<file path="config.mk">
export PLATFORM = sky130hd
export DESIGN_NAME = round_robin_thread_scheduler_flat
export DESIGN_NICKNAME = d
export VERILOG_FILES = /design/src/rtl/rrts_pkg.sv /design/src/rtl/rrts_if.sv /design/src/rtl/rrts_cell.sv /design/src/rtl/rrts_chain.sv /design/src/rtl/round_robin_thread_scheduler.sv /design/src/flat_wrapper.sv
export VERILOG_INCLUDE_DIRS = /design/src /design/src/rtl
export SDC_FILE = /design/constraint.sdc
export NUM_CORES = 1
export LEC_CHECK = 0
export ABC_AREA = 1
export BUFFER_PORTS_ARGS = -buffer_cell sky130_fd_sc_hd__buf_2
export CORE_ASPECT_RATIO = 0.7
export CORE_MARGIN = 5
export CORE_UTILIZATION = 60
export CTS_CLUSTER_SIZE = 8
export DETAILED_ROUTE_END_ITERATION = 7
export PLACE_DENSITY = 0.86
export SYNTH_ARGS = -nofsm -noshare
export SYNTH_HDL_FRONTEND = slang
export SYNTH_SLANG_ARGS = --single-unit
</file>
<file path="constraint.sdc">
create_clock -name clock -period 3.25 [get_ports clock]
set_input_delay 0.1625 -clock clock [delete_from_list [all_inputs] [get_ports clock]]
set_output_delay 0.1625 -clock clock [all_outputs]
set_load 0.1 [all_outputs]
</file>
<file path="src/rtl/round_robin_thread_scheduler_defines.svh">
// Assertion macros used by the scheduler top module.
`ifndef ROUND_ROBIN_THREAD_SCHEDULER_DEFINES_SVH
`define ROUND_ROBIN_THREAD_SCHEDULER_DEFINES_SVH

// Condition holds at every edge out of reset.
`define RRTS_ASSERT_ALWAYS(lbl, clk, rst, cond, msg) \
   lbl: assert property (@(posedge clk) disable iff (rst) (cond)) else $error(msg);

// Consequent holds in the same cycle as the antecedent.
`define RRTS_ASSERT_IMPL(lbl, clk, rst, ante, cons, msg) \
   lbl: assert property (@(posedge clk) disable iff (rst) (ante) |-> (cons)) \
      else $error(msg);

// Consequent holds in the cycle after the antecedent.
`define RRTS_ASSERT_NEXT(lbl, clk, rst, ante, cons, msg) \
   lbl: assert property (@(posedge clk) disable iff (rst) (ante) |=> (cons)) \
      else $error(msg);

`endif

</file>
<file path="src/rtl/rrts_pkg.sv">
// Types and constants of the round-robin thread scheduler.
package rrts_pkg;

   localparam int MAX_THREADS_DEF = 16;

   localparam int FUNC_W   = 4;
   localparam int TID_W    = 4;
   localparam int SLOT_W   = 4;
   localparam int TOTAL_W  = 5;
   localparam int STATUS_W = 2;

   typedef enum logic [FUNC_W-1:0] {
      FN_ADD     = 4'd0,
      FN_YIELD   = 4'd1,
      FN_BLOCK   = 4'd2,
      FN_UNBLOCK = 4'd3,
      FN_EXIT    = 4'd4,
      FN_TICK    = 4'd5,
      FN_DISABLE = 4'd6,
      FN_ENABLE  = 4'd7,
      FN_CLEAR   = 4'd8
   } func_type;

   typedef enum logic [1:0] {
      ST_READY    = 2'd0,
      ST_RUNNING  = 2'd1,
      ST_BLOCKED  = 2'd2,
      ST_FINISHED = 2'd3
   } slot_state_type;

   typedef enum logic [STATUS_W-1:0] {
      STAT_OK    = 2'd0,
      STAT_FULL  = 2'd1,
      STAT_NORUN = 2'd2,
      STAT_BAD   = 2'd3
   } status_type;

   typedef enum logic [1:0] {
      CELL_NOP     = 2'd0,
      CELL_WRITE   = 2'd1,
      CELL_UNBLOCK = 2'd2,
      CELL_COMMIT  = 2'd3
   } cell_op_type;

   // Broadcast from the controller to every cell of the row.
   typedef struct packed {
      cell_op_type    op;
      slot_state_type wdata;
      logic           tok_load;
      logic           tok_shift;
   } cell_ctl_type;

endpackage

</file>
<file path="src/rtl/rrts_if.sv">
// Valid/ready channel interfaces for scheduler events and results.
interface rrts_req_if
   import rrts_pkg::*;
   ();
   logic              valid;
   logic              ready;
   logic [FUNC_W-1:0] func;
   logic [TID_W-1:0]  thread_id;
   logic              start_running;

   modport source (output valid, func, thread_id, start_running, input ready);
   modport sink   (input valid, func, thread_id, start_running, output ready);
endinterface

interface rrts_rsp_if
   import rrts_pkg::*;
   ();
   logic                valid;
   logic                ready;
   logic [SLOT_W-1:0]   current_thread;
   logic [SLOT_W-1:0]   previous_thread;
   logic                switched;
   logic [TOTAL_W-1:0]  thread_total;
   logic                preempt_pending;
   logic [SLOT_W-1:0]   new_slot;
   logic [STATUS_W-1:0] status;

   modport source (output valid, current_thread, previous_thread, switched,
                   thread_total, preempt_pending, new_slot, status, input ready);
   modport sink   (input valid, current_thread, previous_thread, switched,
                   thread_total, preempt_pending, new_slot, status, output ready);
endinterface

</file>
<file path="src/rtl/rrts_cell.sv">
// One thread slot: its state and the search token passing through it.
module rrts_cell
   import rrts_pkg::*;
#(
   parameter int MAX_THREADS = MAX_THREADS_DEF,
   parameter int ID          = 0
) (
   input  logic                                 clock,
   input  logic                                 reset,
   input  cell_ctl_type                         ctl,
   input  logic [$clog2(MAX_THREADS)-1:0]       idx_a,
   input  logic [$clog2(MAX_THREADS)-1:0]       idx_b,
   input  logic [$clog2(MAX_THREADS+1)-1:0]     count,
   input  logic                                 tok_i,
   output logic                                 tok_o,
   output logic                                 wrap_o,
   output logic                                 hit_o
);

   localparam int IDX_W = $clog2(MAX_THREADS);
   localparam int CNT_W = $clog2(MAX_THREADS + 1);
   localparam logic [IDX_W-1:0] MY_ID      = IDX_W'(ID);
   localparam logic [CNT_W-1:0] LAST_COUNT = CNT_W'(ID + 1);

   slot_state_type state_ff, state_in;
   logic           tok_ff, tok_in;
   logic           is_last;

   assign is_last = (count == LAST_COUNT);

   always_comb begin
      state_in = state_ff;
      case (ctl.op)
         CELL_WRITE: begin
            if (idx_a == MY_ID) state_in = ctl.wdata;
         end
         CELL_UNBLOCK: begin
            if (idx_a == MY_ID && state_ff == ST_BLOCKED) state_in = ST_READY;
         end
         CELL_COMMIT: begin
            if (idx_a == MY_ID) begin
               state_in = ST_RUNNING;
            end else if (idx_b == MY_ID && state_ff == ST_RUNNING) begin
               state_in = ST_READY;
            end
         end
         default: begin
         end
      endcase
   end

   always_comb begin
      if (ctl.tok_load) begin
         tok_in = (idx_b == MY_ID);
      end else if (ctl.tok_shift) begin
         tok_in = tok_i;
      end else begin
         tok_in = 1'b0;
      end
   end

   always_ff @(posedge clock) begin
      if (reset) begin
         tok_ff <= 1'b0;
      end else begin
         tok_ff <= tok_in;
      end
      state_ff <= state_in;
   end

   assign tok_o  = tok_ff & ~is_last;
   assign wrap_o = tok_ff & is_last;
   assign hit_o  = tok_ff & (state_ff == ST_READY || state_ff == ST_RUNNING);

endmodule

</file>
<file path="src/rtl/rrts_chain.sv">
// Row of slot cells with the wrapping token path of the round-robin search.
module rrts_chain
   import rrts_pkg::*;
#(
   parameter int MAX_THREADS = MAX_THREADS_DEF
) (
   input  logic                                 clock,
   input  logic                                 reset,
   input  cell_ctl_type                         ctl,
   input  logic [$clog2(MAX_THREADS)-1:0]       idx_a,
   input  logic [$clog2(MAX_THREADS)-1:0]       idx_b,
   input  logic [$clog2(MAX_THREADS+1)-1:0]     count,
   output logic [MAX_THREADS-1:0]               hit_vec,
   output logic                                 hit
);

   logic [MAX_THREADS-1:0] tok_in_vec;
   logic [MAX_THREADS-1:0] tok_out_vec;
   logic [MAX_THREADS-1:0] wrap_vec;

   // token leaves the last used slot and re-enters at slot 0
   assign tok_in_vec[0] = (|wrap_vec) | tok_out_vec[MAX_THREADS-1];

   for (genvar i = 0; i < MAX_THREADS; i++) begin : g_cell
      if (i > 0) begin : g_link
         assign tok_in_vec[i] = tok_out_vec[i-1];
      end
      rrts_cell #(
         .MAX_THREADS (MAX_THREADS),
         .ID          (i)
      ) u_cell (
         .clock  (clock),
         .reset  (reset),
         .ctl    (ctl),
         .idx_a  (idx_a),
         .idx_b  (idx_b),
         .count  (count),
         .tok_i  (tok_in_vec[i]),
         .tok_o  (tok_out_vec[i]),
         .wrap_o (wrap_vec[i]),
         .hit_o  (hit_vec[i])
      );
   end

   assign hit = |hit_vec;

endmodule

</file>
<file path="src/rtl/round_robin_thread_scheduler.sv">
// Round-robin thread scheduler: event controller over a row of slot cells.
// Each accepted event produces one result. Add, unblock, tick, preemption
// control, flag clear, unused codes and any reschedule that does not search
// (preemption off, or at most one slot in use) finish in the accept cycle
// and show a result on the next cycle. Yield, block and exit with preemption
// on and two or more slots start a search: a token walks the cell row one
// slot per cycle from the slot after the current one, wrapping at the last
// slot in use and visiting at most as many slots as are in use. Events are
// taken one at a time; a new event is accepted once the result register is
// free or being drained. Slot states need no clearing after reset.
module round_robin_thread_scheduler
   import rrts_pkg::*;
#(
   parameter int MAX_THREADS = MAX_THREADS_DEF
) (
   input  logic       clock,
   input  logic       reset,
   rrts_req_if.sink   req_bus,
   rrts_rsp_if.source rsp_bus
);

   `include "round_robin_thread_scheduler_defines.svh"

   localparam int IDX_W = $clog2(MAX_THREADS);
   localparam int CNT_W = $clog2(MAX_THREADS + 1);
   localparam int W4    = (CNT_W > SLOT_W) ? CNT_W : SLOT_W;
   localparam int W5    = (CNT_W > TOTAL_W) ? CNT_W : TOTAL_W;

   typedef enum logic {
      S_IDLE,
      S_SEARCH
   } ctrl_state_type;

   ctrl_state_type      state_ff, state_in;
   logic [CNT_W-1:0]    count_ff, count_in;
   logic [IDX_W-1:0]    cur_ff, cur_in;
   logic [IDX_W-1:0]    cand_ff, cand_in;
   logic [IDX_W-1:0]    steps_ff, steps_in;
   logic                poff_ff, poff_in;
   logic                resched_ff, resched_in;
   logic                rsp_valid_ff, rsp_valid_in;
   logic [SLOT_W-1:0]   rsp_cur_ff, rsp_cur_in;
   logic [SLOT_W-1:0]   rsp_prev_ff, rsp_prev_in;
   logic                rsp_sw_ff, rsp_sw_in;
   logic [TOTAL_W-1:0]  rsp_total_ff, rsp_total_in;
   logic                rsp_pend_ff, rsp_pend_in;
   logic [SLOT_W-1:0]   rsp_new_ff, rsp_new_in;
   status_type          rsp_status_ff, rsp_status_in;

   cell_ctl_type           ctl;
   logic [IDX_W-1:0]       idx_a, idx_b;
   logic [MAX_THREADS-1:0] hit_vec;
   logic                   hit;

   logic                   req_xfer;
   logic                   do_resched;
   logic                   load_rsp;
   logic [IDX_W-1:0]       out_cur;
   logic [CNT_W-1:0]       out_new;
   status_type             out_status;
   logic [W4-1:0]          tid_w, out_cur_w, prev_w, out_new_w;
   logic [W5-1:0]          out_total_w;
   logic [CNT_W-1:0]       cur_p1, cand_p1, steps_w;
   logic [IDX_W-1:0]       cand0, cand_next;

   rrts_chain #(
      .MAX_THREADS (MAX_THREADS)
   ) u_chain (
      .clock   (clock),
      .reset   (reset),
      .ctl     (ctl),
      .idx_a   (idx_a),
      .idx_b   (idx_b),
      .count   (count_ff),
      .hit_vec (hit_vec),
      .hit     (hit)
   );

   assign req_bus.ready = (state_ff == S_IDLE) && (!rsp_valid_ff || rsp_bus.ready);
   assign req_xfer      = req_bus.valid && req_bus.ready;

   assign tid_w     = W4'(req_bus.thread_id);
   assign cur_p1    = CNT_W'(cur_ff) + CNT_W'(1);
   assign cand_p1   = CNT_W'(cand_ff) + CNT_W'(1);
   assign cand0     = (cur_p1 == count_ff) ? '0 : cur_p1[IDX_W-1:0];
   assign cand_next = (cand_p1 == count_ff) ? '0 : cand_p1[IDX_W-1:0];
   assign steps_w   = CNT_W'(steps_ff);

   always_comb begin
      state_in     = state_ff;
      count_in     = count_ff;
      cur_in       = cur_ff;
      cand_in      = cand_ff;
      steps_in     = steps_ff;
      poff_in      = poff_ff;
      resched_in   = resched_ff;
      rsp_valid_in = rsp_valid_ff && !rsp_bus.ready;
      ctl          = '{op: CELL_NOP, wdata: ST_READY, tok_load: 1'b0, tok_shift: 1'b0};
      idx_a        = '0;
      idx_b        = '0;
      do_resched   = 1'b0;
      load_rsp     = 1'b0;
      out_cur      = cur_ff;
      out_new      = '0;
      out_status   = STAT_OK;

      case (state_ff)
         S_IDLE: begin
            if (req_xfer) begin
               case (func_type'(req_bus.func))
                  FN_ADD: begin
                     if (count_ff == CNT_W'(MAX_THREADS)) begin
                        out_status = STAT_FULL;
                     end else begin
                        ctl.op    = CELL_WRITE;
                        ctl.wdata = req_bus.start_running ? ST_RUNNING : ST_READY;
                        idx_a     = count_ff[IDX_W-1:0];
                        out_new   = count_ff;
                        count_in  = count_ff + CNT_W'(1);
                     end
                  end
                  FN_YIELD: begin
                     do_resched = 1'b1;
                  end
                  FN_BLOCK, FN_EXIT: begin
                     if (count_ff == '0) begin
                        out_status = STAT_BAD;
                     end else begin
                        ctl.op     = CELL_WRITE;
                        ctl.wdata  = (func_type'(req_bus.func) == FN_BLOCK) ?
                                     ST_BLOCKED : ST_FINISHED;
                        idx_a      = cur_ff;
                        do_resched = 1'b1;
                     end
                  end
                  FN_UNBLOCK: begin
                     if (tid_w >= W4'(count_ff)) begin
                        out_status = STAT_BAD;
                     end else begin
                        ctl.op = CELL_UNBLOCK;
                        idx_a  = tid_w[IDX_W-1:0];
                     end
                  end
                  FN_TICK: begin
                     if (!poff_ff) resched_in = 1'b1;
                  end
                  FN_DISABLE: begin
                     poff_in = 1'b1;
                  end
                  FN_ENABLE: begin
                     poff_in = 1'b0;
                  end
                  FN_CLEAR: begin
                     resched_in = 1'b0;
                  end
                  default: begin
                  end
               endcase

               if (do_resched && !poff_ff && count_ff > CNT_W'(1)) begin
                  resched_in   = 1'b0;
                  ctl.tok_load = 1'b1;
                  idx_b        = cand0;
                  cand_in      = cand0;
                  steps_in     = '0;
                  state_in     = S_SEARCH;
               end else begin
                  if (do_resched && !poff_ff) resched_in = 1'b0;
                  load_rsp = 1'b1;
               end
            end
         end
         S_SEARCH: begin
            if (hit) begin
               ctl.op   = CELL_COMMIT;
               idx_a    = cand_ff;
               idx_b    = cur_ff;
               cur_in   = cand_ff;
               out_cur  = cand_ff;
               load_rsp = 1'b1;
               state_in = S_IDLE;
            end else if (steps_w == count_ff - CNT_W'(1)) begin
               out_status = STAT_NORUN;
               load_rsp   = 1'b1;
               state_in   = S_IDLE;
            end else begin
               ctl.tok_shift = 1'b1;
               cand_in       = cand_next;
               steps_in      = steps_ff + IDX_W'(1);
            end
         end
         default: begin
            state_in = S_IDLE;
         end
      endcase

      if (load_rsp) rsp_valid_in = 1'b1;
   end

   assign out_cur_w   = W4'(out_cur);
   assign prev_w      = W4'(cur_ff);
   assign out_new_w   = W4'(out_new);
   assign out_total_w = W5'(count_in);

   assign rsp_cur_in    = load_rsp ? out_cur_w[SLOT_W-1:0] : rsp_cur_ff;
   assign rsp_prev_in   = load_rsp ? prev_w[SLOT_W-1:0] : rsp_prev_ff;
   assign rsp_sw_in     = load_rsp ? (out_cur != cur_ff) : rsp_sw_ff;
   assign rsp_total_in  = load_rsp ? out_total_w[TOTAL_W-1:0] : rsp_total_ff;
   assign rsp_pend_in   = load_rsp ? resched_in : rsp_pend_ff;
   assign rsp_new_in    = load_rsp ? out_new_w[SLOT_W-1:0] : rsp_new_ff;
   assign rsp_status_in = load_rsp ? out_status : rsp_status_ff;

   always_ff @(posedge clock) begin
      if (reset) begin
         state_ff     <= S_IDLE;
         count_ff     <= '0;
         cur_ff       <= '0;
         poff_ff      <= 1'b0;
         resched_ff   <= 1'b0;
         rsp_valid_ff <= 1'b0;
      end else begin
         state_ff     <= state_in;
         count_ff     <= count_in;
         cur_ff       <= cur_in;
         poff_ff      <= poff_in;
         resched_ff   <= resched_in;
         rsp_valid_ff <= rsp_valid_in;
      end
      cand_ff       <= cand_in;
      steps_ff      <= steps_in;
      rsp_cur_ff    <= rsp_cur_in;
      rsp_prev_ff   <= rsp_prev_in;
      rsp_sw_ff     <= rsp_sw_in;
      rsp_total_ff  <= rsp_total_in;
      rsp_pend_ff   <= rsp_pend_in;
      rsp_new_ff    <= rsp_new_in;
      rsp_status_ff <= rsp_status_in;
   end

   assign rsp_bus.valid           = rsp_valid_ff;
   assign rsp_bus.current_thread  = rsp_cur_ff;
   assign rsp_bus.previous_thread = rsp_prev_ff;
   assign rsp_bus.switched        = rsp_sw_ff;
   assign rsp_bus.thread_total    = rsp_total_ff;
   assign rsp_bus.preempt_pending = rsp_pend_ff;
   assign rsp_bus.new_slot        = rsp_new_ff;
   assign rsp_bus.status          = rsp_status_ff;

   `RRTS_ASSERT_IMPL(a_cur_in_range, clock, reset, count_ff != '0, CNT_W'(cur_ff) < count_ff, "current slot outside table")
   `RRTS_ASSERT_ALWAYS(a_single_hit, clock, reset, $onehot0(hit_vec), "more than one cell holds the token")
   `RRTS_ASSERT_IMPL(a_search_bound, clock, reset, state_ff == S_SEARCH, steps_w < count_ff, "search ran past table")
   `RRTS_ASSERT_IMPL(a_search_rsp_free, clock, reset, state_ff == S_SEARCH, !rsp_valid_ff, "search with result register busy")
   `RRTS_ASSERT_NEXT(a_hit_done, clock, reset, state_ff == S_SEARCH && hit, rsp_valid_ff && state_ff == S_IDLE, "hit did not end search")

endmodule

</file>
<file path="src/flat_wrapper.sv">
// flat-port wrapper written by rule: the top's interface ports become plain ports
module round_robin_thread_scheduler_flat import rrts_pkg::*;
#(
   parameter int MAX_THREADS = MAX_THREADS_DEF
)
  (clock, reset, req_bus_valid, req_bus_func, req_bus_thread_id, req_bus_start_running, req_bus_ready, rsp_bus_valid, rsp_bus_current_thread, rsp_bus_previous_thread, rsp_bus_switched, rsp_bus_thread_total, rsp_bus_preempt_pending, rsp_bus_new_slot, rsp_bus_status, rsp_bus_ready);
  rrts_req_if req_bus_i ();
  rrts_rsp_if rsp_bus_i ();
  input  logic clock;
  input  logic reset;
  input wire logic [$bits(req_bus_i.valid)-1:0] req_bus_valid;
  input wire logic [$bits(req_bus_i.func)-1:0] req_bus_func;
  input wire logic [$bits(req_bus_i.thread_id)-1:0] req_bus_thread_id;
  input wire logic [$bits(req_bus_i.start_running)-1:0] req_bus_start_running;
  output wire logic [$bits(req_bus_i.ready)-1:0] req_bus_ready;
  output wire logic [$bits(rsp_bus_i.valid)-1:0] rsp_bus_valid;
  output wire logic [$bits(rsp_bus_i.current_thread)-1:0] rsp_bus_current_thread;
  output wire logic [$bits(rsp_bus_i.previous_thread)-1:0] rsp_bus_previous_thread;
  output wire logic [$bits(rsp_bus_i.switched)-1:0] rsp_bus_switched;
  output wire logic [$bits(rsp_bus_i.thread_total)-1:0] rsp_bus_thread_total;
  output wire logic [$bits(rsp_bus_i.preempt_pending)-1:0] rsp_bus_preempt_pending;
  output wire logic [$bits(rsp_bus_i.new_slot)-1:0] rsp_bus_new_slot;
  output wire logic [$bits(rsp_bus_i.status)-1:0] rsp_bus_status;
  input wire logic [$bits(rsp_bus_i.ready)-1:0] rsp_bus_ready;
  assign req_bus_i.valid = req_bus_valid;
  assign req_bus_i.func = req_bus_func;
  assign req_bus_i.thread_id = req_bus_thread_id;
  assign req_bus_i.start_running = req_bus_start_running;
  assign req_bus_ready = req_bus_i.ready;
  assign rsp_bus_valid = rsp_bus_i.valid;
  assign rsp_bus_current_thread = rsp_bus_i.current_thread;
  assign rsp_bus_previous_thread = rsp_bus_i.previous_thread;
  assign rsp_bus_switched = rsp_bus_i.switched;
  assign rsp_bus_thread_total = rsp_bus_i.thread_total;
  assign rsp_bus_preempt_pending = rsp_bus_i.preempt_pending;
  assign rsp_bus_new_slot = rsp_bus_i.new_slot;
  assign rsp_bus_status = rsp_bus_i.status;
  assign rsp_bus_i.ready = rsp_bus_ready;
  round_robin_thread_scheduler #(.MAX_THREADS(MAX_THREADS)) u_core (.clock(clock), .reset(reset), .req_bus(req_bus_i), .rsp_bus(rsp_bus_i));
endmodule
</file>
Word level (Yosys, flattened, before mapping)
Index checks and enable logic that the tools add are counted.
{ "totals": {"register_bits": 90, "input_bits": 13, "out_inout_bits": 23} }
{ "op_classes": {"addsub": 5, "magnitude_cmp": 2, "n_eq_ne": 145, "n_mux": 183, "n_bitwise": 68, "n_reduce_logical": 101} }
{ "ops": {"columns": ["operator", "count"], "rows": [
  ["2-bit 2-to-1 mux", 71],
  ["2-bit case mux with 3 select lines", 18],
  ["4-bit 2-to-1 mux", 20],
  ["4-bit equality test, second input constant", 17],
  ["4-bit AND reduction", 17],
  ["2-bit by 1-bit inequality test with 1-bit output, second input constant", 33],
  ["1-bit 2-to-1 mux", 53],
  ["1-bit AND", 48],
  ["4-bit by 3-bit equality test with 1-bit output, second input constant", 12],
  ["3-bit by 1-bit inequality test with 1-bit output, second input constant", 16],
  ["5-bit by 4-bit equality test with 1-bit output, second input constant", 8],
  ["1-bit logical AND", 37],
  ["2-bit equality test, second input constant", 18],
  ["2-bit by 1-bit equality test with 1-bit output, second input constant", 17],
  ["2-bit zero test", 16],
  ["4-bit case mux with 2 select lines", 4],
  ["16-bit OR reduction", 2],
  ["5-bit 2-to-1 mux", 5],
  ["4-bit by 2-bit equality test with 1-bit output, second input constant", 6],
  ["5-bit by 3-bit equality test with 1-bit output, second input constant", 4],
  ["1-bit NOT", 19],
  ["1-bit logical OR", 17],
  ["4-bit by 1-bit equality test with 1-bit output, second input constant", 3],
  ["4-bit zero test", 3],
  ["25 further kinds", 40]
]} }

Depth between registers and ports, before layout
{ "logic_depth": {"ltp_word": 16, "ltp_mapped": 17, "ltp_nobuf": 16} }

By module
Synthesis repeated with hierarchy kept, for this count alone.
{ "unflattened": {"cells_unflattened": 1147, "area_unflattened_um2": 6924.1} }
{ "by_module_without_submodules": {"columns": ["mod", "n_inst", "cells_per_inst", "area_each_um2"], "rows": [
  ["round_robin_thread_scheduler", 1, 330, 2640.0],
  ["rrts_cell (u_core.u_chain.g_cell[4].u_cell ...)", 2, 52, 276.5],
  ["rrts_cell (u_core.u_chain.g_cell[5].u_cell ...)", 2, 49, 260.2],
  ["rrts_cell (u_core.u_chain.g_cell[10].u_cell ...)", 2, 49, 259.0],
  ["rrts_cell (u_core.u_chain.g_cell[13].u_cell ...)", 2, 48, 255.2],
  ["rrts_cell (u_core.u_chain.g_cell[0].u_cell)", 1, 54, 277.8],
  ["rrts_cell (u_core.u_chain.g_cell[1].u_cell)", 1, 53, 274.0],
  ["rrts_cell (u_core.u_chain.g_cell[2].u_cell)", 1, 51, 266.5],
  ["rrts_cell (u_core.u_chain.g_cell[3].u_cell)", 1, 50, 262.8],
  ["rrts_cell (u_core.u_chain.g_cell[12].u_cell)", 1, 49, 256.5],
  ["rrts_cell (u_core.u_chain.g_cell[14].u_cell)", 1, 47, 252.7],
  ["rrts_cell (u_core.u_chain.g_cell[11].u_cell)", 1, 47, 251.5],
  ["rrts_cell (u_core.u_chain.g_cell[15].u_cell)", 1, 41, 226.5],
  ["rrts_chain", 1, 29, 113.9]
]} }

Worst setup path after synthesis
OpenSTA, ideal clock, no wires.
{ "synth_timing": {"path_kind": "register to register", "start": "register u_core.rsp_valid_ff (netlist: u_core.rsp_bus.valid)", "end": "register u_core.rsp_cur_ff[0] (netlist: u_core.rsp_bus.current_thread[0]) (enable)", "setup_ps": 407, "arrival_ps": 3808, "slack_ps": -966, "path_stages_with_launch": 9, "n_path_buf": 1, "synth_period_minus_slack_ps": 4216, "cell_sequence": "dfxtp_1 > nand2_1 > inv_1 > nor2_1 > nand2_1 > inv_1 > buf_2 > nand2_1 > o211ai_1"} }
{ "synth_via": {"elab_chain_len": 6} }
{ "synth_lines": {"columns": ["element", "line_no", "text"], "rows": [
  ["from (decl)", "round_robin_thread_scheduler.sv:41", "logic rsp_valid_ff, rsp_valid_in;"],
  ["from (signal assigned)", "round_robin_thread_scheduler.sv:227", "rsp_valid_ff <= rsp_valid_in;"],
  ["1-bit zero test", "round_robin_thread_scheduler.sv:79", "assign req_bus.ready = (state_ff == S_IDLE) && (!rsp_valid_ff || rsp_bus.ready);"],
  ["1-bit logical OR", "round_robin_thread_scheduler.sv:79", null],
  ["1-bit logical AND", "round_robin_thread_scheduler.sv:79", null],
  ["via req_bus_ready", "flat_wrapper.sv:15", "output wire logic [$bits(req_bus_i.ready)-1:0] req_bus_ready;"],
  ["1-bit logical AND", "round_robin_thread_scheduler.sv:80", "assign req_xfer = req_bus.valid && req_bus.ready;"],
  ["1-bit 2-to-1 mux", "round_robin_thread_scheduler.sv:109", "if (req_xfer) begin"],
  ["1-bit case mux with 2 select lines", "round_robin_thread_scheduler.sv:107", "case (state_ff)"],
  ["via u_core.load_rsp", "round_robin_thread_scheduler.sv:57", "logic load_rsp;"],
  ["to (signal assigned)", "round_robin_thread_scheduler.sv:231", "rsp_cur_ff <= rsp_cur_in;"],
  ["to (decl)", "round_robin_thread_scheduler.sv:42", "logic [SLOT_W-1:0] rsp_cur_ff, rsp_cur_in;"]
]} }
The timed path passes the listed nets, and every way through them passes these cells.
A chain may end at the register's enable or synchronous reset.

Final worst setup path
{ "layout_timing": {"start": "register u_core.count_ff[0]", "end": "register u_core.u_chain.g_cell[12].u_cell.state_ff[1] (enable)"} }
{ "layout_via": {"elab_chain_len": 14, "word_cells_on_any_way": 39, "classes_between": "order compare: 2; eq/ne: 10; mux: 20; reduce/logical: 7"} }
{ "layout_lines": {"columns": ["element", "line_no", "text"], "rows": [
  ["from (decl)", "round_robin_thread_scheduler.sv:35", "logic [CNT_W-1:0] count_ff, count_in;"],
  ["from (signal assigned)", "round_robin_thread_scheduler.sv:223", "count_ff <= count_in;"],
  ["5-bit zero test", "round_robin_thread_scheduler.sv:126", "if (count_ff == '0) begin"],
  ["1-bit 2-to-1 mux", "round_robin_thread_scheduler.sv:126", null],
  ["1-bit case mux with 2 select lines", "round_robin_thread_scheduler.sv:110", "case (func_type'(req_bus.func))"],
  ["1-bit 2-to-1 mux", "round_robin_thread_scheduler.sv:109", null],
  ["1-bit 2-to-1 mux", "round_robin_thread_scheduler.sv:107", null],
  ["1-bit logical AND (2 in a row)", "round_robin_thread_scheduler.sv:160", "if (do_resched && !poff_ff && count_ff > CNT_W'(1)) begin"],
  ["4-bit 2-to-1 mux", "round_robin_thread_scheduler.sv:160", null],
  ["4-bit 2-to-1 mux", "round_robin_thread_scheduler.sv:109", null],
  ["4-bit case mux with 2 select lines", "round_robin_thread_scheduler.sv:107", null],
  ["4-bit equality test", "rrts_cell.sv:43", "end else if (idx_b == MY_ID && state_ff == ST_RUNNING) begin"],
  ["1-bit logical AND", "rrts_cell.sv:43", null],
  ["3-bit by 1-bit inequality test with 1-bit output (no source line)", null, null],
  ["4-bit AND reduction (no source line) (*)", null, null],
  ["to (signal assigned)", "rrts_cell.sv:68", "state_ff <= state_in;"],
  ["to (decl)", "rrts_cell.sv:25", "slot_state_type state_ff, state_in;"]
]} }
Mark *: on every way between the ends. The rest lies on a longest branch, timed or not. The select of a mux whose other input is x is not followed.

==> results.txt <==
The flow ran to the end, and the final reports show no timing, DRC or antenna violations. The worst clock skew is 6.033 ps, and the actual transition at the worst max-transition pin is 720.5 ps. edfxtp_1 takes more of the synthesized area than any other cell. In the global route stage, overall resource usage came out at 28.34%.

At the end of routability-driven placement, the weighted congestion stood at 1.034. The share of the synthesized area in compound gates (AO/OA/AOI/OAI) works out to 7.523%. VDD sags by at most 0.0003015 V.

The multi-input combinational cells in the finished layout cover a total of 2706 sq um. The tools report the count of hold-fix buffers inserted at cts as 0. Synthesis produced a netlist with a net count of 772. For this run, the number of Yosys warnings is 0. The setup TNS was 0 ps. The tools report the kind of launch point of the worst setup path as a flip-flop. After synthesis, the largest family of logic cells by area is simple AND/OR/NAND/NOR gates. After detailed routing, the average wire length per cell comes to 17.25 um. The count of vias placed by the detailed router came out at 5,369.

Counting flops and latches in the post-synthesis netlist gives 90. Summing all non-filler instances in the final layout gives an area of 6166 sq um. Leaving out fill and tap cells, the most frequent cell in the layout is nand2_1. The multiplexer share of the synthesized area is 0%, and the first-pass GRT wire length is 25.67 mm. Static timing analysis puts the maximum clock frequency at 336.0 MHz.

Using the TritonRoute via totals, the vias-per-cell ratio works out to 5.881. The number of standard-cell rows in the floorplan was 29. The clock passes through at most 2 buffers. Headroom to the max-slew limit came out at 51.36%. The worst setup path is captured at a flip-flop. The post-route fraction of the period consumed by the critical path was 91.58%.

The number of clock buffers added by TritonCTS is 9. The die outline area came out at 11,340 sq um. After synthesis, the share of flip-flops with an asynchronous set or reset is 0%.

Core outline area: 9071 sq um. The number of nets in the layout came out at 813. In the layout the commonest cells are nand2_1, inv_1, nand3_1, nor2_1, edfxtp_1.

The filler cell count was 792. The sequential cells in the finished layout cover a total of 2412 sq um. Along the worst path, the maximum fanout reaches 11. Among all flip-flop cells after synthesis, the most frequent one is edfxtp_1. CTS placed an instance of clkbuf_16 at the clock tree root. After detailed routing, the total wire length is 15.75 mm. Number of antenna violations at the first check in global routing: 0. Power spread over the standard cell area amounts to 388.9 nW/um^2. In the synthesized netlist, the number of instances is 745. The number of buffer cells added on primary ports was 35. For the worst setup path, the data required time is 3300 ps.

The run gives 0 as the total global routing overflow. The via count of the first global-routing pass is 4,876, and the area share of fa/ha/maj cells after synthesis is 3.144%. First-pass iteration count of the detailed router: 6. The area overhead of the layout relative to synthesis came out at 10.67%. The tools report the number of max-slew violations in the final report as 0.

Setup violations remaining at the end of the flow were counted as 0. The run gives 43.30% as the sequential fraction of the synthesis area. The initial utilization of the core area, before any placement, comes to 61.42%.

Once the clock tree was built, the resizer swapped 0 gates to a different size. The die span in x was 125.2 um. The number of remaining DRC errors was 0. By area the synthesized netlist is led by edfxtp_1, nand2_1, dfxtp_1, nand3_1, inv_1. The clock input transition at the sequential cells of the worst setup and hold paths is 60 ps. TritonCTS built the clock tree. Post-detailed-route count of antenna-violating nets: 0.

In this run the post-CTS setup repair buffer count came out at 0. The tools report the clock latency on the worst-skew pair as 340 ps. The worst setup path is of the reg2reg kind.

During I/O placement, the number of pins put on the boundary was 36. The number of enable-type register cells in the synthesized netlist was 61. The xor and xnor area share after synthesis was 1.729%.

The type of the tightest min-delay check was in2reg. Of the total synthesized cell area, the portion taken by AND, OR, NAND and NOR gates is 36.00%. The die is 90.63 um tall.

At the worst endpoint, the arrival time is 3030 ps. The logs give 0 for the antenna diode count and 11.81 mm for the HPWL after detailed placement. The logs give 5906 sq um for the post-placement cell area and 47 for the post-synthesis cell type count. The run gives 0 as the final count of hold timing violations. The post-route minimum period is 2977 ps, and the number of clock sinks seen by CTS is 90.

Entering global routing, the biggest net connects 23 pins. The post-route netlist has 13.18% of its cells at a drive strength greater than 1. The finished layout holds 913 standard cells, fillers aside.

The number of max-cap violations is 0, and the per-instance average area after synthesis is 7.479 sq um. The leakage power figure was 2.861 nW. Setup repair after global routing left no endpoint under its margin. The logs give 3 for the H-tree level count and 5572 sq um for the summed instance area of the synthesized netlist. The number of placed instances, taps included, is 899.

After synthesis, the largest area contributor takes up 32.88% of total cell area. The detailed router finished its first iteration with 889 violations.
area by class of cell:
| class | instances | area share (%) |
|---|---|---|
| clock inverter | 3 | 0.2841 |
| tap | 124 | 2.516 |
| multi-input combinational | 543 | 43.89 |
| timing repair buffer | 49 | 4.545 |
| sequential | 90 | 39.12 |
| inverter | 93 | 5.702 |
| clock buffer | 11 | 3.937 |
flip-flops by register name (all words and copies together) (netlist names):
signal                                 flops
u_core.rsp_bus.valid                       1
u_core.rsp_bus.status                      2
u_core.steps_ff                            4
u_core.rsp_bus.new_slot                    4
u_core.poff_ff                             1
u_core.resched_ff                          1
u_core.u_chain.g_cell.u_cell.tok_ff       16
u_core.state_ff                            1
u_core.rsp_bus.current_thread              4
u_core.rsp_bus.previous_thread             4
u_core.cur_ff                              4
u_core.rsp_bus.thread_total                5
u_core.cand_ff                             4
u_core.rsp_bus.switched                    1
u_core.rsp_bus.preempt_pending             1
u_core.count_ff                            5
u_core.u_chain.g_cell.u_cell.state_ff     32
path summary, 6_finish.rpt:
kind	slack, ps	endpoint	start	cells after the start
setup / recovery	270	u_core.u_chain.g_cell[12].u_cell.state_ff[1]$_DFFE_PP_	u_core.count_ff[0]$_SDFF_PP0_	13
hold / removal	110	u_core.poff_ff$_SDFFE_PP0P_	req_bus_func[0]	2
setup reg to reg	270	u_core.u_chain.g_cell[12].u_cell.state_ff[1]$_DFFE_PP_	u_core.count_ff[0]$_SDFF_PP0_	13
hold reg to reg	550	u_core.u_chain.g_cell[14].u_cell.tok_ff$_SDFF_PP0_	u_core.u_chain.g_cell[13].u_cell.tok_ff$_SDFF_PP0_	4
layer usage:
layer / part of all wire, % / track usage [%] / wire length, um / up-vias
li1: - / - / - / 2513
met1: 44 / 42.53 / 6932 / 2436
met2: 40 / 39.22 / 6299 / 382
met3: 14 / 9.456 / 2229 / 38
met4: 1.8 / 6.679 / 290 / 0
met5: 0 / 0 / 0 / -
Yosys cell counts (2+ instances only):
| master | number |
|---|---|
| inv_2 | 2 |
| nand2_4 | 2 |
| nor3_1 | 24 |
| buf_4 | 4 |
| buf_2 | 7 |
| xor2_1 | 9 |
| ha_1 | 14 |
| nand3_1 | 81 |
| dfxtp_1 | 29 |
| clkbuf_1 | 4 |
| inv_1 | 90 |
| nand4_1 | 8 |
| o21ai_0 | 29 |
| o211ai_1 | 3 |
| o21ai_1 | 4 |
| nor2_2 | 12 |
| buf_6 | 2 |
| nand2_1 | 223 |
| a21oi_1 | 24 |
| o22ai_1 | 2 |
| xnor2_1 | 2 |
| nor2_1 | 70 |
| nand2_2 | 7 |
| nand3_4 | 2 |
| edfxtp_1 | 61 |
| nor2_4 | 9 |
cell families after synthesis:
kind of cell,count (synthesis)
compound gates,73
xor+xnor,11
fa+ha+maj,14
buf+inv,112
flops,90
simple gates,445
critical path, stage by stage (launching register included):
cell and delay [ps]:
dfxtp_1 600, inv_1 240, ha_1 300, inv_1 80, nor2_2 80, nand2_2 110, nand2_4 80, nand2_4 90
nand3_4 160, nor2_1 160, nor2_1 70, nor2_1 420, nand3_1 140, nand2_1 140
through the flow:
step	worst slack, ps	power [mW]	hold slack, ps	utilization, %
6_report	273.5	2.398	113.5	67.97
3_5_place_dp	352.4	1.494	455.1	65.10
3_3_place_gp	455.6	1.491	437.8	65.10
4_1_cts	349.5	2.405	101.4	67.97
2_1_floorplan	54.04	1.446	241.0	-
5_1_grt	88.76	2.481	122.8	67.97
power breakdown:
part / switching (mW) / internal, mW
combinational: 0.192 / 0.0403
sequential: 0.00727 / 1.23
clock: 0.399 / 0.527
total: 0.598 / 1.80
Power figures use the tool's default switching activity.
